$ cat config.mk
export PLATFORM = sky130hd
export DESIGN_NAME = canonical_combining_reorder
export DESIGN_NICKNAME = d
export VERILOG_FILES = /design/src/ccr_pkg.sv /design/src/canonical_combining_reorder.sv /design/src/ccr_buf.sv /design/src/ccr_ctrl.sv
export SDC_FILE = /design/constraint.sdc
export NUM_CORES = 2
export LEC_CHECK = 0
export BUFFER_PORTS_ARGS = -buffer_cell sky130_fd_sc_hd__buf_4
export CELL_PAD_IN_SITES_DETAIL_PLACEMENT = 1
export CELL_PAD_IN_SITES_GLOBAL_PLACEMENT = 1
export CORE_MARGIN = 8
export CORE_UTILIZATION = 35
export CTS_CLUSTER_DIAMETER = 200
export DETAILED_ROUTE_END_ITERATION = 12
export PLACE_DENSITY_LB_ADDON = 0.1
export RECOVER_POWER = 50
export SLEW_MARGIN = 20
export SYNTH_ARGS = -nofsm -noshare
export SYNTH_HDL_FRONTEND = slang
export SYNTH_SLANG_ARGS = --single-unit
$ cat constraint.sdc
create_clock -name clk_i -period 9.88 [get_ports clk_i]
set_input_delay 1.976 -clock clk_i [delete_from_list [all_inputs] [get_ports clk_i]]
set_output_delay 1.976 -clock clk_i [all_outputs]
set_load 0.01 [all_outputs]
$ cat src/ccr_pkg.sv
package ccr_pkg;

  // Default number of entries in the sort buffer.
  localparam int unsigned BufferDepth = 32;

  // Largest payload length that is stored or emitted.
  localparam int unsigned PayloadBytes = 4;

  // Type tag of a Unicode code point.
  localparam logic [7:0] TypeUnicode = 8'h01;

  // Function codes of an input item.
  localparam logic FuncChar  = 1'b0;
  localparam logic FuncFlush = 1'b1;

  // One buffered character.
  typedef struct packed {
    logic [7:0]  item_type;
    logic [31:0] payload;
    logic [2:0]  len;
    logic [7:0]  cls;
  } entry_t;

  // One result as it goes into the output register.
  typedef struct packed {
    entry_t ent;
    logic   last;
  } result_t;

  typedef enum logic [2:0] {
    StIdle,
    StDrainRd,
    StDrainOut,
    StEmit,
    StInsStart,
    StInsCmp,
    StInsWr
  } state_e;

  // What follows once the buffer has been drained.
  typedef enum logic [1:0] {
    ModeFlush,
    ModeStarter,
    ModeInsert
  } mode_e;

  function automatic logic [2:0] clamp_len(input logic [2:0] len);
    logic [2:0] res;
    if ({1'b0, len} > 4'(PayloadBytes)) begin
      res = 3'(PayloadBytes);
    end else begin
      res = len;
    end
    return res;
  endfunction

endpackage

$ cat src/canonical_combining_reorder.sv
// A non-starter is written straight into an empty buffer; otherwise the buffered
//   entries of higher class are moved up one at a time before it is written, and a
//   full buffer is drained first. A starter or flush drains the buffered entries,
//   then a starter is emitted after them. One item is handled at a time: the next
//   one is taken only once the sequencer is back in idle.
// Reset (rst_ni, asynchronous, active low) empties the buffer and output register.
module canonical_combining_reorder #(
  parameter int unsigned BUFFER_DEPTH = ccr_pkg::BufferDepth
) (
  input  logic        clk_i,
  input  logic        rst_ni,
  input  logic        in_valid_i,
  output logic        in_ready_o,
  input  logic        func_i,
  input  logic [7:0]  item_type_i,
  input  logic [31:0] payload_i,
  input  logic [2:0]  payload_len_i,
  input  logic [7:0]  comb_class_i,
  output logic        out_valid_o,
  input  logic        out_ready_i,
  output logic [7:0]  out_type_o,
  output logic [31:0] out_payload_o,
  output logic [2:0]  out_len_o,
  output logic        last_o
);

  // The sort buffer is a single-port-write, registered-read memory. The
  // sequencer walks it one entry per step: an insert reads the entry below
  // the free slot, compares classes in the shared comparator and moves the
  // entry up while its class is strictly higher, which keeps equal classes
  // in arrival order. A drain reads the entries from the bottom up and
  // hands each to the output register, waiting while it is not free; each
  // result takes a registered memory read step and then an output step.

  localparam int unsigned AW = $clog2(BUFFER_DEPTH);

  logic             wr_en;
  logic [AW-1:0]    wr_addr;
  ccr_pkg::entry_t  wr_data;
  logic             rd_en;
  logic [AW-1:0]    rd_addr;
  ccr_pkg::entry_t  rd_data;

  logic             out_free;
  logic             out_load;
  ccr_pkg::result_t out_data;

  // Output register; it frees in the same cycle as its item is taken.
  logic             out_valid_q;
  ccr_pkg::result_t out_q;

  assign out_free = !out_valid_q || out_ready_i;

  ccr_ctrl #(
    .BUFFER_DEPTH (BUFFER_DEPTH)
  ) u_ctrl (
    .clk_i         (clk_i),
    .rst_ni        (rst_ni),
    .in_valid_i    (in_valid_i),
    .in_ready_o    (in_ready_o),
    .func_i        (func_i),
    .item_type_i   (item_type_i),
    .payload_i     (payload_i),
    .payload_len_i (payload_len_i),
    .comb_class_i  (comb_class_i),
    .out_free_i    (out_free),
    .out_load_o    (out_load),
    .out_data_o    (out_data),
    .wr_en_o       (wr_en),
    .wr_addr_o     (wr_addr),
    .wr_data_o     (wr_data),
    .rd_en_o       (rd_en),
    .rd_addr_o     (rd_addr),
    .rd_data_i     (rd_data)
  );

  ccr_buf #(
    .BUFFER_DEPTH (BUFFER_DEPTH)
  ) u_buf (
    .clk_i     (clk_i),
    .wr_en_i   (wr_en),
    .wr_addr_i (wr_addr),
    .wr_data_i (wr_data),
    .rd_en_i   (rd_en),
    .rd_addr_i (rd_addr),
    .rd_data_o (rd_data)
  );

  always_ff @(posedge clk_i or negedge rst_ni) begin
    if (!rst_ni) begin
      out_valid_q <= 1'b0;
    end else if (out_load) begin
      out_valid_q <= 1'b1;
    end else if (out_ready_i) begin
      out_valid_q <= 1'b0;
    end
  end

  always_ff @(posedge clk_i) begin
    if (out_load) begin
      out_q <= out_data;
    end
  end

  assign out_valid_o   = out_valid_q;
  assign out_type_o    = out_q.ent.item_type;
  assign out_payload_o = out_q.ent.payload;
  assign out_len_o     = out_q.ent.len;
  assign last_o        = out_q.last;

endmodule

$ cat src/ccr_buf.sv
module ccr_buf #(
  parameter int unsigned BUFFER_DEPTH = ccr_pkg::BufferDepth,
  localparam int unsigned AW = $clog2(BUFFER_DEPTH)
) (
  input  logic             clk_i,
  input  logic             wr_en_i,
  input  logic [AW-1:0]    wr_addr_i,
  input  ccr_pkg::entry_t  wr_data_i,
  input  logic             rd_en_i,
  input  logic [AW-1:0]    rd_addr_i,
  output ccr_pkg::entry_t  rd_data_o
);

  // Sort buffer storage, one write and one registered read per cycle.
  ccr_pkg::entry_t mem_q [BUFFER_DEPTH];
  ccr_pkg::entry_t rd_data_q;

  always_ff @(posedge clk_i) begin
    if (wr_en_i) begin
      mem_q[wr_addr_i] <= wr_data_i;
    end
  end

  always_ff @(posedge clk_i) begin
    if (rd_en_i) begin
      rd_data_q <= mem_q[rd_addr_i];
    end
  end

  assign rd_data_o = rd_data_q;

endmodule

$ cat src/ccr_ctrl.sv
module ccr_ctrl #(
  parameter int unsigned BUFFER_DEPTH = ccr_pkg::BufferDepth,
  localparam int unsigned AW = $clog2(BUFFER_DEPTH),
  localparam int unsigned FW = $clog2(BUFFER_DEPTH + 1)
) (
  input  logic             clk_i,
  input  logic             rst_ni,
  // Input item
  input  logic             in_valid_i,
  output logic             in_ready_o,
  input  logic             func_i,
  input  logic [7:0]       item_type_i,
  input  logic [31:0]      payload_i,
  input  logic [2:0]       payload_len_i,
  input  logic [7:0]       comb_class_i,
  // Output register
  input  logic             out_free_i,
  output logic             out_load_o,
  output ccr_pkg::result_t out_data_o,
  // Sort buffer
  output logic             wr_en_o,
  output logic [AW-1:0]    wr_addr_o,
  output ccr_pkg::entry_t  wr_data_o,
  output logic             rd_en_o,
  output logic [AW-1:0]    rd_addr_o,
  input  ccr_pkg::entry_t  rd_data_i
);

  ccr_pkg::state_e state_q, state_d;
  ccr_pkg::mode_e  mode_q, mode_d;
  ccr_pkg::entry_t item_q, item_d;
  logic [FW-1:0]   fill_q, fill_d;
  logic [FW-1:0]   idx_q, idx_d;

  ccr_pkg::entry_t in_entry;
  logic            accept;
  logic            in_starter;
  logic            buf_full;
  logic            buf_empty;
  logic            shift_up;
  logic [FW-1:0]   idx_dec;
  logic [FW-1:0]   idx_dec2;
  logic [FW-1:0]   idx_inc;
  logic [FW-1:0]   fill_dec;
  logic            drain_end;

  always_comb begin
    in_entry.item_type = item_type_i;
    in_entry.payload   = payload_i;
    in_entry.len       = ccr_pkg::clamp_len(payload_len_i);
    in_entry.cls       = (item_type_i == ccr_pkg::TypeUnicode) ? comb_class_i : 8'd0;
  end

  assign accept     = in_valid_i && in_ready_o;
  assign in_starter = (in_entry.cls == 8'd0);
  assign buf_full   = (fill_q == FW'(BUFFER_DEPTH));
  assign buf_empty  = (fill_q == '0);

  // Shared step unit: the class compare and the index arithmetic.
  assign shift_up  = (rd_data_i.cls > item_q.cls);
  assign idx_dec   = idx_q - FW'(1);
  assign idx_dec2  = idx_q - FW'(2);
  assign idx_inc   = idx_q + FW'(1);
  assign fill_dec  = fill_q - FW'(1);
  assign drain_end = (idx_q == fill_dec);

  // Next state
  always_comb begin
    state_d = state_q;
    mode_d  = mode_q;
    item_d  = item_q;
    fill_d  = fill_q;
    idx_d   = idx_q;
    unique case (state_q)
      ccr_pkg::StIdle: begin
        if (accept) begin
          item_d = in_entry;
          idx_d  = '0;
          if (func_i == ccr_pkg::FuncFlush) begin
            mode_d  = ccr_pkg::ModeFlush;
            state_d = buf_empty ? ccr_pkg::StIdle : ccr_pkg::StDrainRd;
          end else if (in_starter) begin
            mode_d  = ccr_pkg::ModeStarter;
            state_d = buf_empty ? ccr_pkg::StEmit : ccr_pkg::StDrainRd;
          end else begin
            mode_d  = ccr_pkg::ModeInsert;
            state_d = buf_full ? ccr_pkg::StDrainRd : ccr_pkg::StInsStart;
          end
        end
      end
      ccr_pkg::StDrainRd: begin
        state_d = ccr_pkg::StDrainOut;
      end
      ccr_pkg::StDrainOut: begin
        if (out_free_i) begin
          if (drain_end) begin
            fill_d = '0;
            idx_d  = '0;
            unique case (mode_q)
              ccr_pkg::ModeStarter: state_d = ccr_pkg::StEmit;
              ccr_pkg::ModeInsert:  state_d = ccr_pkg::StInsStart;
              default:              state_d = ccr_pkg::StIdle;
            endcase
          end else begin
            idx_d   = idx_inc;
            state_d = ccr_pkg::StDrainRd;
          end
        end
      end
      ccr_pkg::StEmit: begin
        if (out_free_i) begin
          state_d = ccr_pkg::StIdle;
        end
      end
      ccr_pkg::StInsStart: begin
        if (buf_empty) begin
          fill_d  = FW'(1);
          state_d = ccr_pkg::StIdle;
        end else begin
          idx_d   = fill_q;
          state_d = ccr_pkg::StInsCmp;
        end
      end
      ccr_pkg::StInsCmp: begin
        if (shift_up) begin
          idx_d   = idx_dec;
          state_d = (idx_dec == '0) ? ccr_pkg::StInsWr : ccr_pkg::StInsCmp;
        end else begin
          fill_d  = fill_q + FW'(1);
          state_d = ccr_pkg::StIdle;
        end
      end
      ccr_pkg::StInsWr: begin
        fill_d  = fill_q + FW'(1);
        state_d = ccr_pkg::StIdle;
      end
      default: begin
        state_d = ccr_pkg::StIdle;
      end
    endcase
  end

  // Outputs
  always_comb begin
    in_ready_o = 1'b0;
    out_load_o = 1'b0;
    out_data_o = '0;
    wr_en_o    = 1'b0;
    wr_addr_o  = idx_q[AW-1:0];
    wr_data_o  = item_q;
    rd_en_o    = 1'b0;
    rd_addr_o  = idx_q[AW-1:0];
    unique case (state_q)
      ccr_pkg::StIdle: begin
        in_ready_o = 1'b1;
      end
      ccr_pkg::StDrainRd: begin
        rd_en_o = 1'b1;
      end
      ccr_pkg::StDrainOut: begin
        out_load_o      = out_free_i;
        out_data_o.ent  = rd_data_i;
        out_data_o.last = drain_end && (mode_q != ccr_pkg::ModeStarter);
      end
      ccr_pkg::StEmit: begin
        out_load_o      = out_free_i;
        out_data_o.ent  = item_q;
        out_data_o.last = 1'b1;
      end
      ccr_pkg::StInsStart: begin
        if (buf_empty) begin
          wr_en_o   = 1'b1;
          wr_addr_o = '0;
        end else begin
          rd_en_o   = 1'b1;
          rd_addr_o = fill_dec[AW-1:0];
        end
      end
      ccr_pkg::StInsCmp: begin
        wr_en_o = 1'b1;
        if (shift_up) begin
          wr_data_o = rd_data_i;
          rd_en_o   = (idx_dec != '0);
          rd_addr_o = idx_dec2[AW-1:0];
        end
      end
      ccr_pkg::StInsWr: begin
        wr_en_o = 1'b1;
      end
      default: begin
        in_ready_o = 1'b0;
      end
    endcase
  end

  always_ff @(posedge clk_i or negedge rst_ni) begin
    if (!rst_ni) begin
      state_q <= ccr_pkg::StIdle;
      mode_q  <= ccr_pkg::ModeFlush;
      fill_q  <= '0;
      idx_q   <= '0;
    end else begin
      state_q <= state_d;
      mode_q  <= mode_d;
      fill_q  <= fill_d;
      idx_q   <= idx_d;
    end
  end

  always_ff @(posedge clk_i) begin
    item_q <= item_d;
  end

  a_fill_bound: assert property (@(posedge clk_i) disable iff (!rst_ni)
    fill_q <= FW'(BUFFER_DEPTH))
    else $error("fill count beyond buffer depth");

  a_load_free: assert property (@(posedge clk_i) disable iff (!rst_ni)
    out_load_o |-> out_free_i)
    else $error("output register overwritten");

  a_drain_nonempty: assert property (@(posedge clk_i) disable iff (!rst_ni)
    (state_q == ccr_pkg::StDrainOut) |-> (fill_q != '0) && (idx_q < fill_q))
    else $error("drain index outside the filled part");

  a_cmp_pos: assert property (@(posedge clk_i) disable iff (!rst_ni)
    (state_q == ccr_pkg::StInsCmp) |-> (idx_q != '0) && (fill_q < FW'(BUFFER_DEPTH)))
    else $error("insert position out of range");

  a_insert_grows: assert property (@(posedge clk_i) disable iff (!rst_ni)
    (state_q == ccr_pkg::StInsWr) |=> (fill_q == $past(fill_q) + FW'(1)))
    else $error("insert did not add one entry");

endmodule

==> metrics.csv <==
metric;value;unit
worst hold endpoint;u_ctrl.mode_q[1];
clk_lat worst skew;830;ps
failing checks;max-capacitance violations, max-slew violations;
Synth area leaders;edfxtp_1 76%, mux4_2 9.7%, nand2_1 2.5%;
Hold Crit Depth;2;
post-layout util;40.1;%
worst vdd ir;0.183;mV
setup repair after global routing missed its margin;no;
Synth Cell Area;69900;um^2
Hold WC Path Type;reg -> reg;
port bufs;101;
Mapped Cells;3772;
row cnt;164;
chip height;463;um
GR peak layer;met2;
Worst Reg-to-Reg Cells;12;
Power Density;231;nW/um^2
CP max-delay cell;clkbuf_1;
CP most frequent cell;buf_4;
Hold Buf Count CTS;0;
RR Endpoint;u_buf.rd_data_o[34];
final setup violation count;0;
Layout Skew;45.6;ps
Total GRT Usage;20.2;%
Critical Path Max Stage Delay;1650;ps
worst setup path category;reg -> reg;
Chip Width;463;um
CP bufs+invs;4;
sequential fraction of the synthesis area;77.0;%
syn nets;3845;
CP Cell Sequence;clkbuf_1 -> nor3b_1 -> o21ai_4 -> nor2_1 -> a211oi_4 -> buf_4 -> or2_4 -> buf_4 -> buf_4 -> a21oi_1 -> a311o_1 -> o22ai_1;
Layout Nets;4017;
status;finished with violations;
number of synthesized flops with an enable pin;1778;
R2R setup slack;2190;ps
Lkg Pwr;24.9;nW
GRT met3 Usage;2.67;%
DR vias;37200;
CP delay by family, top;buffers and inverters;
FMAX;0.130;GHz
Top FF cell, synth;edfxtp_1;
total negative slack;0;ps
Tcrit/Tclk final;77.8;%
startpoint types;flop;
ANT nets after route;0;
Total Power;18.5;mW
wire length of the first global-routing pass;312000;um
# DRC;0;
I/O pin cnt;102;
CTS Buf Count;198;
Yosys cell types;63;
GPL Wtd Cong;0.733;
GRT overflow;0;
WL/cell;32.8;um
Hold Violations, Final;0;
RR Startpoint;u_ctrl.state_q[0];
vias per inst;5.49;
Detail Placement HPWL;115000;um
asr flop ratio synth;1.00;%
Ys Warns;0;
Mean Syn Cell Area;18.5;um^2
Slew HR;-129;%
die footprint;214000;um^2
largest net degree at the start of global routing;111;
vias in the first global route;39100;
Sinks on Clock Net;1796;
biggest area consumer among synthesized cells;edfxtp_1;
Worst Tran Pin Value;3400;ps
initial antenna violation count;8;
DRT Pass-1 Iters;6;
synth-to-layout area growth;14.3;%
CTS Buffer Depth;3;
Initial Util;35.1;%
HP Start;u_ctrl.mode_q[1];
Post-Route WL;222000;um
Reg clk slew, reported paths;60;ps
Initial DRC Count;3639;
Final Critical Period;7690;ps
Resized cells post-CTS;0;
Max Slew Vio Count;403;
H-tree depth;4;
Core Footprint;199000;um^2
share of layout cells above drive strength 1;18.2;%
grt met1 use;29.5;%
CP endpoint kind;flop;
Yosys top cell area share;76.4;%
MaxCap Viol Count;17;
TritonCTS clock tree;done;
post-CTS setup buffer count;0;
Critical Path RT;10520;ps
Seq cells post-synth;1796;
clk root buf;clkbuf_16;
met2 Track Usage GR;32.9;%
CP arrival;8320;ps
Critical Path Fanout Max;37;
## power by group
| part | leakage (nW) | total (mW) | switching, mW | internal, mW |
|---|---|---|---|---|
| Combinational | 5.62 | 2.25 | 1.54 | 0.712 |
| Sequential | 16.3 | 9.15 | 0.181 | 8.96 |
| Clock | 2.98 | 7.08 | 3.09 | 3.99 |
| Total | 24.9 | 18.5 | 4.81 | 13.7 |
## cells by family (layout without fill, tap and decap cells)
group | count (synthesis) | after routing | synth area share (%)
AO/OA/AOI/OAI | 491 | 491 | 4.70
other | 0 | 3 | 0
adder cells (fa/ha/maj) | 17 | 17 | 0.304
XOR/XNOR | 15 | 15 | 0.188
multiplexers | 388 | 388 | 11.0
buffers and inverters | 255 | 589 | 1.92
AND/OR/NAND/NOR | 810 | 810 | 4.85
flip-flops | 1796 | 1796 | 77.0
## area by class of cell
type                       count  area (um^2)
tap                         2656         3320
antenna                        3         7.51
clock buffer                 252         5160
sequential                  1796        53800
clock inverter               110          997
timing repair buffer         206         1430
fill                       19200       119000
multi-input combinational   1721        15000
inverter                      21         80.1
## per-stage QoR
stage	area, um^2	hold slack (ps)	setup WS (ps)	instances
floorplan	69900	473	2960	3772
global placement	74100	498	3670	6400
detailed placement	74100	511	3550	6400
CTS	80200	523	3530	6762
global route	79900	560	1720	6763
finish	79900	515	2190	6765
## Yosys cell counts, drive strengths merged (5+ instances only)
cell type     n
mux4        300
nand4         5
dfrtp        18
xnor2        10
mux2i        45
a311o        50
inv          21
a22oi        50
nor3         11
a21oi       175
xor2          5
buf         141
nand3       127
o21ai        30
ha           17
and3          7
clkbuf       93
nor2b         9
o221ai       51
o22ai       101
nor2        145
and2          9
nand2       472
mux2         43
edfxtp     1778
nor4          7
nand2b        6
## layer usage
metal / part of all wire [%] / vias to the layer above
met5: 0 / -
met4: 1.6 / 0
met3: 4.9 / 224
met2: 48 / 998
met1: 46 / 20400
li1: - / 15500
## worst reg2reg max path, delay by kind of cell (launching register included)
| kind | cells | cell delay [ps] |
|---|---|---|
| simple gates | 3 | 1270 |
| compound gates | 5 | 1100 |
| buf+inv | 4 | 3510 |
| flops | 1 | 1630 |
## flip-flops by register name, summed over array words and instances (netlist names), 2 cells and up
signal           cells
u_ctrl.fill_q        6
u_buf.rd_data_o     51
out_len_o            3
out_payload_o       32
u_ctrl.state_q       3
u_ctrl.mode_q        2
u_buf.mem_q       1632
u_ctrl.idx_q         6
u_ctrl.item_q       51
out_type_o           8
## cell usage in the layout (no fill, tap or decap), drive strengths merged, types with 6 or more instances in the layout
master and count:
ha 17, nor4 7, o22ai 101, mux2i 45
o221ai 51, nor3 11, nand2b 6, a22oi 50
a21oi 175, nor2 145, nand3 127, edfxtp 1778
o21ai 30, and3 7, nand2 472, bufinv 11
clkinv 90, xnor2 10, inv 25, mux2 43
buf 103, mux4 300, and2 9, dfrtp 18
nor2b 9, a311o 50, clkbuf 355
## worst max path at each step
| stage | end | cells after the start | slack (ps) | startpoint |
|---|---|---|---|---|
| after floorplan | u_buf.mem_q[20][0] | 8 | 2960 | u_ctrl.fill_q[0] |
| after global placement | u_buf.rd_data_o[30] | 14 | 3670 | u_ctrl.fill_q[0] |
| after detailed placement | u_buf.rd_data_o[30] | 14 | 3550 | u_ctrl.fill_q[0] |
| after CTS | u_buf.rd_data_o[34] | 14 | 3530 | u_ctrl.fill_q[0] |
| after global routing | u_ctrl.item_q[7] | 5 | 1720 | u_ctrl.state_q[0] |
| final | u_buf.rd_data_o[34] | 12 | 2190 | u_ctrl.state_q[0] |
Note: power is estimated with default switching activity, not from simulation.
